`src/rtl/core/stopwatch_multiplexed_display_macros.svh`:
```
// assertion helpers for the stopwatch display block
`ifndef STOPWATCH_MULTIPLEXED_DISPLAY_MACROS_SVH
`define STOPWATCH_MULTIPLEXED_DISPLAY_MACROS_SVH

`ifndef NO_ASSERTIONS

// condition that holds at every clock edge outside reset
`define SWMD_ASSERT_INV(label, clk, rst, expr) \
   label: assert property (@(posedge clk) disable iff (rst) (expr)) \
      else $error("swmd invariant violated");

// consequent must hold in the cycle after the antecedent
`define SWMD_ASSERT_NEXT(label, clk, rst, ante, cons) \
   label: assert property (@(posedge clk) disable iff (rst) (ante) |=> (cons)) \
      else $error("swmd next-cycle check violated");

`else

`define SWMD_ASSERT_INV(label, clk, rst, expr)
`define SWMD_ASSERT_NEXT(label, clk, rst, ante, cons)

`endif

`endif

```
`src/rtl/core/swmd_pkg.sv`:
```
`timescale 1ns / 1ps

package swmd_pkg;

   localparam int NUM_DIGITS_DEFAULT = 4;
   localparam int BCD_DIGITS         = 4;
   localparam int CSR_INDEX_W        = 3;
   localparam int CSR_DATA_W         = 8;

   localparam logic [15:0] SHOWN_RESET     = 16'h8888;
   localparam logic [7:0]  THRESHOLD_RESET = 8'd10;
   localparam logic [7:0]  TPS_RESET       = 8'd5;
   localparam logic [7:0]  SPR_RESET       = 8'd10;
   localparam logic [7:0]  RPS_RESET       = 8'd10;
   localparam logic [1:0]  POINT_RESET     = 2'd2;

   localparam logic [5:0] SECONDS_WRAP = 6'd60;
   localparam logic [6:0] MINUTES_WRAP = 7'd100;

   // x / 10 == (x * 205) >> 11 for every 8-bit x
   localparam logic [15:0] DIV10_MUL   = 16'd205;
   localparam int          DIV10_SHIFT = 11;
   localparam logic [7:0]  RADIX       = 8'd10;

   typedef enum logic [CSR_INDEX_W-1:0] {
      CSR_DEBOUNCE_THRESHOLD   = 3'd0,
      CSR_TICKS_PER_SAMPLE     = 3'd1,
      CSR_SAMPLES_PER_REFRESH  = 3'd2,
      CSR_REFRESHES_PER_SECOND = 3'd3,
      CSR_POINT_DIGIT          = 3'd4
   } csr_index_type;

   typedef struct packed {
      logic start_level;
      logic stop_level;
   } req_type;

   typedef struct packed {
      logic [1:0] digit_index;
      logic [3:0] bcd_digit;
      logic       decimal_point;
      logic       running;
   } rsp_type;

   typedef struct packed {
      logic       stable;
      logic [7:0] count;
   } filt_type;

   function automatic logic [7:0] div10(input logic [7:0] v);
      logic [15:0] p;
      p = 16'(v) * DIV10_MUL;
      return 8'(p >> DIV10_SHIFT);
   endfunction

   function automatic logic [3:0] mod10(input logic [7:0] v);
      logic [7:0] q;
      logic [7:0] r;
      q = div10(v);
      r = v - 8'(q * RADIX);
      return r[3:0];
   endfunction

   // nibble k holds display digit k
   function automatic logic [15:0] bcd_split(input logic [15:0] value);
      logic [7:0] lo;
      logic [7:0] hi;
      lo = value[7:0];
      hi = value[15:8];
      return {mod10(div10(hi)), mod10(hi), mod10(div10(lo)), mod10(lo)};
   endfunction

   function automatic filt_type debounce(input logic level, input logic stable,
                                         input logic [7:0] count,
                                         input logic [7:0] threshold);
      filt_type f;
      f.stable = stable;
      f.count  = '0;
      if (stable != level) begin
         f.count = count + 8'd1;
         if (f.count >= threshold) begin
            f.count  = '0;
            f.stable = level;
         end
      end
      return f;
   endfunction

endpackage

```
`src/rtl/core/stopwatch_multiplexed_display.sv`:
```
`timescale 1ns / 1ps
`include "stopwatch_multiplexed_display_macros.svh"
// stopwatch with debounced start/stop buttons and a multiplexed bcd display
//
// req channel: one request per display tick, carrying the raw start and
//    stop button levels (valid/ready)
// rsp channel: one result per request: enabled digit, its bcd value, the
//    decimal point and the run flag (valid/ready)
// csr port: plain write port, csr_we with csr_index and csr_wdata; the user writes it
//    only while the block is idle (the block does not enforce this); indexes beyond the list are ignored
// latency: a result is valid the cycle after its request is accepted
// throughput: one request per cycle while rsp_ready is high; all tick work (selector, prescalers,
//    debounce, bcd split, time count) is one registered pass from the
//    accepted request to the result register
// stall: the result register holds while rsp_ready is low; a new request is
//    taken in the same cycle the waiting result leaves, so no bubble
// reset: synchronous, active high; registers return to defaults, the digit
//    store clears and the display shows the start-up pattern until either
//    button matches its debounced level
module stopwatch_multiplexed_display #(
   parameter int NUM_DIGITS = swmd_pkg::NUM_DIGITS_DEFAULT
) (
   input  logic                                clock,
   input  logic                                reset,
   input  logic                                req_valid,
   output logic                                req_ready,
   input  swmd_pkg::req_type                   req_data,
   output logic                                rsp_valid,
   input  logic                                rsp_ready,
   output swmd_pkg::rsp_type                   rsp_data,
   input  logic                                csr_we,
   input  logic [swmd_pkg::CSR_INDEX_W-1:0]    csr_index,
   input  logic [swmd_pkg::CSR_DATA_W-1:0]     csr_wdata
);
   import swmd_pkg::*;

   localparam int SEL_W = (NUM_DIGITS > 1) ? $clog2(NUM_DIGITS) : 1;
   localparam int IDX_W = (SEL_W > 2) ? SEL_W : 2;
   // only the four bcd digits exist; extra positions stay zero
   localparam int WRITE_DIGITS = (NUM_DIGITS < BCD_DIGITS) ? NUM_DIGITS : BCD_DIGITS;

   // configuration
   logic [7:0] threshold_ff;
   logic [7:0] ticks_per_sample_ff;
   logic [7:0] samples_per_refresh_ff;
   logic [7:0] refreshes_per_second_ff;
   logic [1:0] point_digit_ff;

   // prescaler chain
   logic [7:0] tick_phase_ff,    tick_phase_in;
   logic [7:0] sample_phase_ff,  sample_phase_in;
   logic [7:0] refresh_phase_ff, refresh_phase_in;
   logic       second_pending_ff, second_pending_in;

   // display
   logic [SEL_W-1:0] digit_select_ff, digit_select_in;
   logic [3:0]       digit_store_ff [NUM_DIGITS];
   logic [3:0]       digit_store_in [NUM_DIGITS];

   // buttons
   logic       start_stable_ff, start_stable_in;
   logic       start_seen_ff,   start_seen_in;
   logic [7:0] start_count_ff,  start_count_in;
   logic       stop_stable_ff,  stop_stable_in;
   logic       stop_seen_ff,    stop_seen_in;
   logic [7:0] stop_count_ff,   stop_count_in;

   // run control and time
   logic        run_toggle_ff,    run_toggle_in;
   logic        clear_toggle_ff,  clear_toggle_in;
   logic        timing_active_ff, timing_active_in;
   logic [5:0]  seconds_ff,       seconds_in;
   logic [6:0]  minutes_ff,       minutes_in;
   logic [15:0] shown_value_ff,   shown_value_in;
   logic        startup_done_ff,  startup_done_in;

   // result register
   logic    rsp_valid_ff;
   rsp_type rsp_data_ff, rsp_data_in;

   logic             req_accept;
   logic [SEL_W-1:0] sel_next;
   logic [IDX_W-1:0] sel_wide;
   logic [15:0]      bcd_parts;
   filt_type         start_filt;
   filt_type         stop_filt;

   // a new request may enter whenever the result slot is empty or draining
   assign req_ready  = !rsp_valid_ff || rsp_ready;
   assign req_accept = req_valid && req_ready;
   assign rsp_valid  = rsp_valid_ff;
   assign rsp_data   = rsp_data_ff;

   // selector steps modulo the digit count
   assign sel_next = (digit_select_ff == SEL_W'(NUM_DIGITS - 1)) ? '0
                                                                 : digit_select_ff + 1'b1;
   assign sel_wide  = IDX_W'(sel_next);
   // bcd digits of the value held before this tick's updates
   assign bcd_parts = bcd_split(shown_value_ff);

   assign start_filt = debounce(req_data.start_level, start_stable_ff, start_count_ff,
                                threshold_ff);
   assign stop_filt  = debounce(req_data.stop_level, stop_stable_ff, stop_count_ff,
                                threshold_ff);

   always_comb begin
      tick_phase_in     = tick_phase_ff;
      sample_phase_in   = sample_phase_ff;
      refresh_phase_in  = refresh_phase_ff;
      second_pending_in = second_pending_ff;
      digit_select_in   = digit_select_ff;
      digit_store_in    = digit_store_ff;
      start_stable_in   = start_stable_ff;
      start_seen_in     = start_seen_ff;
      start_count_in    = start_count_ff;
      stop_stable_in    = stop_stable_ff;
      stop_seen_in      = stop_seen_ff;
      stop_count_in     = stop_count_ff;
      run_toggle_in     = run_toggle_ff;
      clear_toggle_in   = clear_toggle_ff;
      timing_active_in  = timing_active_ff;
      seconds_in        = seconds_ff;
      minutes_in        = minutes_ff;
      shown_value_in    = shown_value_ff;
      startup_done_in   = startup_done_ff;

      if (req_accept) begin
         digit_select_in = sel_next;

         // tick -> debounce sample -> digit refresh -> second
         tick_phase_in = tick_phase_ff + 8'd1;
         if (tick_phase_in >= ticks_per_sample_ff) begin
            tick_phase_in   = '0;
            start_stable_in = start_filt.stable;
            start_count_in  = start_filt.count;
            stop_stable_in  = stop_filt.stable;
            stop_count_in   = stop_filt.count;
            sample_phase_in = sample_phase_ff + 8'd1;
            if (sample_phase_in >= samples_per_refresh_ff) begin
               sample_phase_in = '0;
               for (int k = 0; k < WRITE_DIGITS; k++) begin
                  digit_store_in[k] = bcd_parts[4*k +: 4];
               end
               refresh_phase_in = refresh_phase_ff + 8'd1;
               if (refresh_phase_in >= refreshes_per_second_ff) begin
                  refresh_phase_in  = '0;
                  second_pending_in = 1'b1;
               end
            end
         end

         if (!startup_done_ff) begin
            // start-up pattern until a button agrees with its filtered level
            shown_value_in = SHOWN_RESET;
            if (req_data.start_level == start_stable_in) begin
               startup_done_in = 1'b1;
               run_toggle_in   = 1'b0;
               start_seen_in   = start_stable_in;
            end
            if (req_data.stop_level == stop_stable_in) begin
               startup_done_in = 1'b1;
               clear_toggle_in = 1'b0;
               stop_seen_in    = stop_stable_in;
            end
         end else begin
            // any debounced edge flips the matching flag
            if (start_stable_in != start_seen_ff) begin
               start_seen_in = start_stable_in;
               run_toggle_in = !run_toggle_ff;
            end
            if (stop_stable_in != stop_seen_ff) begin
               stop_seen_in    = stop_stable_in;
               clear_toggle_in = !clear_toggle_ff;
            end
            if (run_toggle_in) begin
               // fresh start realigns the prescalers, drops a pending second
               if (!timing_active_ff) begin
                  tick_phase_in     = '0;
                  sample_phase_in   = '0;
                  refresh_phase_in  = '0;
                  second_pending_in = 1'b0;
                  timing_active_in  = 1'b1;
               end
               if (second_pending_in) begin
                  second_pending_in = 1'b0;
                  seconds_in = seconds_ff + 6'd1;
                  if (seconds_in >= SECONDS_WRAP) begin
                     seconds_in = '0;
                     minutes_in = minutes_ff + 7'd1;
                     if (minutes_in >= MINUTES_WRAP) begin
                        minutes_in = '0;
                     end
                  end
                  // minutes in the high byte, seconds in the low byte
                  shown_value_in = {1'b0, minutes_in, 2'b00, seconds_in};
               end
            end else begin
               timing_active_in = 1'b0;
            end
            if (clear_toggle_in) begin
               shown_value_in   = '0;
               minutes_in       = '0;
               seconds_in       = '0;
               timing_active_in = 1'b0;
            end
         end
      end
   end

   // result fields: digit read before this tick's refresh
   always_comb begin
      rsp_data_in.digit_index   = sel_wide[1:0];
      rsp_data_in.bcd_digit     = digit_store_ff[sel_next];
      rsp_data_in.decimal_point = (sel_wide == IDX_W'(point_digit_ff));
      rsp_data_in.running       = run_toggle_in;
   end

   always_ff @(posedge clock) begin
      if (reset) begin
         threshold_ff            <= THRESHOLD_RESET;
         ticks_per_sample_ff     <= TPS_RESET;
         samples_per_refresh_ff  <= SPR_RESET;
         refreshes_per_second_ff <= RPS_RESET;
         point_digit_ff          <= POINT_RESET;
         tick_phase_ff           <= '0;
         sample_phase_ff         <= '0;
         refresh_phase_ff        <= '0;
         second_pending_ff       <= 1'b0;
         digit_select_ff         <= '0;
         digit_store_ff          <= '{default: '0};
         start_stable_ff         <= 1'b0;
         start_seen_ff           <= 1'b0;
         start_count_ff          <= '0;
         stop_stable_ff          <= 1'b0;
         stop_seen_ff            <= 1'b0;
         stop_count_ff           <= '0;
         run_toggle_ff           <= 1'b0;
         clear_toggle_ff         <= 1'b0;
         timing_active_ff        <= 1'b0;
         seconds_ff              <= '0;
         minutes_ff              <= '0;
         shown_value_ff          <= SHOWN_RESET;
         startup_done_ff         <= 1'b0;
         rsp_valid_ff            <= 1'b0;
      end else begin
         if (csr_we) begin
            unique case (csr_index)
               CSR_DEBOUNCE_THRESHOLD:   threshold_ff            <= csr_wdata;
               CSR_TICKS_PER_SAMPLE:     ticks_per_sample_ff     <= csr_wdata;
               CSR_SAMPLES_PER_REFRESH:  samples_per_refresh_ff  <= csr_wdata;
               CSR_REFRESHES_PER_SECOND: refreshes_per_second_ff <= csr_wdata;
               CSR_POINT_DIGIT:          point_digit_ff          <= csr_wdata[1:0];
               default: ;
            endcase
         end
         tick_phase_ff     <= tick_phase_in;
         sample_phase_ff   <= sample_phase_in;
         refresh_phase_ff  <= refresh_phase_in;
         second_pending_ff <= second_pending_in;
         digit_select_ff   <= digit_select_in;
         digit_store_ff    <= digit_store_in;
         start_stable_ff   <= start_stable_in;
         start_seen_ff     <= start_seen_in;
         start_count_ff    <= start_count_in;
         stop_stable_ff    <= stop_stable_in;
         stop_seen_ff      <= stop_seen_in;
         stop_count_ff     <= stop_count_in;
         run_toggle_ff     <= run_toggle_in;
         clear_toggle_ff   <= clear_toggle_in;
         timing_active_ff  <= timing_active_in;
         seconds_ff        <= seconds_in;
         minutes_ff        <= minutes_in;
         shown_value_ff    <= shown_value_in;
         startup_done_ff   <= startup_done_in;
         if (req_accept) begin
            rsp_valid_ff <= 1'b1;
         end else if (rsp_ready) begin
            rsp_valid_ff <= 1'b0;
         end
      end
   end

   // result payload, no reset needed
   always_ff @(posedge clock) begin
      if (req_accept) begin
         rsp_data_ff <= rsp_data_in;
      end
   end

   // every accepted request leaves a result in the slot
   `SWMD_ASSERT_NEXT(a_accept_fills_slot, clock, reset, req_accept, rsp_valid_ff)
   // start-up pattern stays up until start-up completes
   `SWMD_ASSERT_INV(a_startup_pattern, clock, reset, startup_done_ff || (shown_value_ff == SHOWN_RESET))
   // a held clear never leaves timing running
   `SWMD_ASSERT_INV(a_clear_stops_timing, clock, reset, !clear_toggle_ff || !timing_active_ff)
   // time fields stay in their decimal range
   `SWMD_ASSERT_INV(a_time_range, clock, reset, (seconds_ff < SECONDS_WRAP) && (minutes_ff < MINUTES_WRAP))

endmodule

```
`config.mk`:
```
export PLATFORM = sky130hd
export DESIGN_NAME = stopwatch_multiplexed_display
export DESIGN_NICKNAME = d
export VERILOG_FILES = /design/src/rtl/core/swmd_pkg.sv /design/src/rtl/core/stopwatch_multiplexed_display.sv
export VERILOG_INCLUDE_DIRS = /design/src /design/src/rtl/core
export SDC_FILE = /design/constraint.sdc
export NUM_CORES = 1
export LEC_CHECK = 0
export ABC_AREA = 1
export CORE_MARGIN = 2
export CORE_UTILIZATION = 65
export DETAILED_ROUTE_END_ITERATION = 12
export DONT_BUFFER_PORTS = 1
export GPL_TIMING_DRIVEN = 0
export PLACE_DENSITY = 0.88
export SYNTH_ARGS = -nofsm -noshare
export SYNTH_HDL_FRONTEND = slang
export SYNTH_SLANG_ARGS = --single-unit
```
`constraint.sdc`:
```
create_clock -name clock -period 14.1 [get_ports clock]
set_input_delay 4.23 -clock clock [delete_from_list [all_inputs] [get_ports clock]]
set_output_delay 4.23 -clock clock [all_outputs]
set_load 0.02 [all_outputs]
```
==> summary.txt <==
Run status
  • Status: completed

Cells and area
  • Antenna diode count: 0
  • Register area: 2820 um^2
  • Filler Cell Count: 1202
  • Area growth syn-to-layout: 8.20%
  • Commonest cells after routing, fill and taps aside: 202 x inv_1, 199 x nand2_1, 178 x ha_1
  • Share of cells above drive strength 1: 7.28%
  • Commonest non-fill, non-tap cell in the layout: inv_1
  • # nets final: 1622
  • Area of the multi-input gates: 7000 um^2
  • Final std cells w/o fill: 1635
  • Core Util, Final: 71.1%

Floorplan
  • # rows: 47
  • Full die area: 17600 um^2
  • Starting density of the core: 65.7%
  • Chip width: 133 um
  • Die Y: 133 um
  • Io pins: 28
  • Core Area: 16400 um^2

Route
  • WL/cell: 16.2 um
  • Iteration-0 DRC Markers: 856
  • Routed Wire Length: 26500 um
  • TritonRoute pass-1 iters: 6
  • Via count: 9767
  • Antenna Nets Post-Route: 0
  • DRC viols: 0
  • Via density: 5.97

Timing
  • Worst-margin pin slew: 1.05 ns
  • Final setup violation count: 0
  • Rel. slew slack: 30.1%
  • Final Cycle Share: 61.6%
  • Hold Fails Final Rpt: 0
  • RSZ-0062 raised after global routing: no
  • Fin Setup TNS: 0 ns
  • Achievable Freq: 115 MHz
  • Max-slew violations: 0
  • Clk_skew: 0.0162 ns
  • Final min period: 8.68 ns

Yosys
  • Largest family of logic cells by synthesized area: adder cells
  • Ys flop type: dfxtp_1
  • Post-synthesis cell type count: 42
  • Synthesized area per cell: 7.79 um^2
  • XOR/XNOR Fraction of Synth Area: 5.04%
  • Number of synthesized flops with an enable pin: 8
  • Sequential area share after synthesis: 26.2%
  • Cells after synthesis: 1383
  • Ys async rst share: 0%
  • Synth Register Bits: 137
  • Area share of and/or/nand/nor cells after synthesis: 20.1%
  • Mux contribution to synthesized area: 0%
  • Synth Warn #: 0
  • Compound-gate portion of the synthesized area: 14.7%
  • Post-synth design cell area: 10800 um^2
  • Syn_nets: 1603
  • Synth Area in Adders: 25.1%

Clocking
  • TritonCTS Sinks: 137
  • Clock Latency Late Sink: 0.43 ns
  • CTS resizes: 0
  • Reg clk slew, reported paths: 0.06 ns
  • Root Buffer Master: clkbuf_16
  • CTS tree: yes
  • CTS Buffer Depth: 2
  • H-Tree Level Count: 4
  • CTS buffer count: 17
  • Hold buffers post-CTS: 0
  • Setup repair bufs after CTS: 0

Global route
  • Gr ovfl total: 0
  • Wire length of the first global-routing pass: 43700 um
  • Initial antenna violation count: 0
  • Tot GR Track Use: 30.3%
  • Largest net degree at the start of global routing: 18
  • Vias in the first global route: 9587

Place
  • Detailed placement HPWL: 19300 um
  • Final Wtd Congestion: 0.923
  • Placed insts: 1603
  • Buffers on Ports: 0

Critical path
  • Startpoint types: primary input
  • Max incr delay on CP: 0.20 ns
  • CP Max Fanout: 3
  • Worst path slowest cell: nand2_1
  • Crit path DAT: 4.45 ns
  • CP Class: primary input to output port
  • Delay-heaviest family, CP: simple AND/OR/NAND/NOR gates
  • Required @ worst endpoint: 9.87 ns
  • Critical Path End Type: output port
  • Worst Path Buf+Inv: 1
  • CP Cell Sequence: inv_1 > nand2_1

Worst hold path
  • Hold crit path type: flop to flop

Pwr
  • LEAKAGE: 0.00577 uW
  • Pwr/cell area: 111 nW/um^2
  • Pwr Total: 1290 uW
  • Peak VDD IR: 0.0885 mV

Flow run
  • Max_cap viols: 0
==> logic make-up after synthesis <==
group / after synthesis
AOI/OAI and AO/OA: 283
adders and majority gates: 202
DFF: 137
and+or+nand+nor: 458
xor gates and xnor gates: 62
buffers and inverters: 241
==> synth_stat cells (4+ instances only) <==
cell	n	area (um^2)
a21oi_1	132	661
buf_6	4	45.0
a21o_1	4	30.0
clkbuf_1	25	93.8
nor2_1	99	372
xnor2_1	16	140
xor2_1	46	403
nand2_2	17	106
inv_1	202	758
fa_1	24	480
nor2_2	4	25.0
nand3b_1	9	67.6
buf_2	6	30.0
o21bai_1	6	45.0
o211ai_1	9	67.6
nand2_1	199	747
nand2_4	4	45.0
nand3_2	7	70.1
nand3_1	62	310
a21oi_2	13	114
a31o_2	5	43.8
ha_1	178	2230
o21ai_0	90	450
o22ai_1	7	43.8
a22oi_1	5	37.5
nand4_1	31	194
edfxtp_1	8	240
dfxtp_1	129	2580
nand4_2	6	75.1
o21a_1	5	37.5
nor3_1	12	60.1
==> stage by stage <==
step                hold slack (ns)  setup slack [ns]  instance area [um^2]
floorplan                     0.435              5.44                 10800
global placement              0.448              5.43                 11100
detailed placement            0.454              5.41                 11100
CTS                           0.463              5.41                 11700
global route                  0.483              5.40                 11700
finish                        0.469              5.42                 11700
==> power by group <==
part	switching (uW)	internal, uW	total [uW]
sequential	20.8	410	430
combinational	247	148	394
clock	172	293	465
total	439	851	1290
==> flip-flops by register name, summed over array words and instances, names as in the netlist, 7 cells and up <==
name,cells
digit_store_ff,16
shown_value_ff,14
refresh_phase_ff,8
minutes_ff,7
stop_count_ff,8
threshold_ff,8
rsp_data,8
ticks_per_sample_ff,8
samples_per_refresh_ff,8
tick_phase_ff,8
sample_phase_ff,8
refreshes_per_second_ff,8
start_count_ff,8
==> per-layer routing <==
metal / track usage (%) / wire [um]
met2: 53.1 / 13100
met1: 37.3 / 10800
met4: 12.2 / 807
met5: 0 / 0
met3: 4.71 / 1750
==> worst reg2reg max path, delay by kind of cell (launching register included) <==
family,cells,cell delay (ns)
adders and majority gates,11,3.96
AOI/OAI and AO/OA,6,1.13
xor gates and xnor gates,2,0.60
and+or+nand+nor,7,0.56
DFF,1,0.49
buffers and inverters,5,0.25
==> final cells by class <==
type                            instances  share of cell area, %
Clock buffer                           18                   3.68
Tap cell                              220                   2.36
Sequential cell                       137                   24.2
Buffer                                 39                   1.67
Clock inverter                         14                   1.53
Inverter                              202                   6.50
Multi-Input combinational cell       1005                   60.0
==> final timing paths <==
check                       to          startpoint  slack, ns  cells past startpoint
max                  req_ready           rsp_ready       5.42                      2
min              seconds_ff[4]       seconds_ff[4]       0.47                      2
max reg2reg  digit_store_ff[3]  shown_value_ff[10]       6.99                     31
min reg2reg      seconds_ff[4]       seconds_ff[4]       0.47                      2
Power figures use the tool's default switching activity.
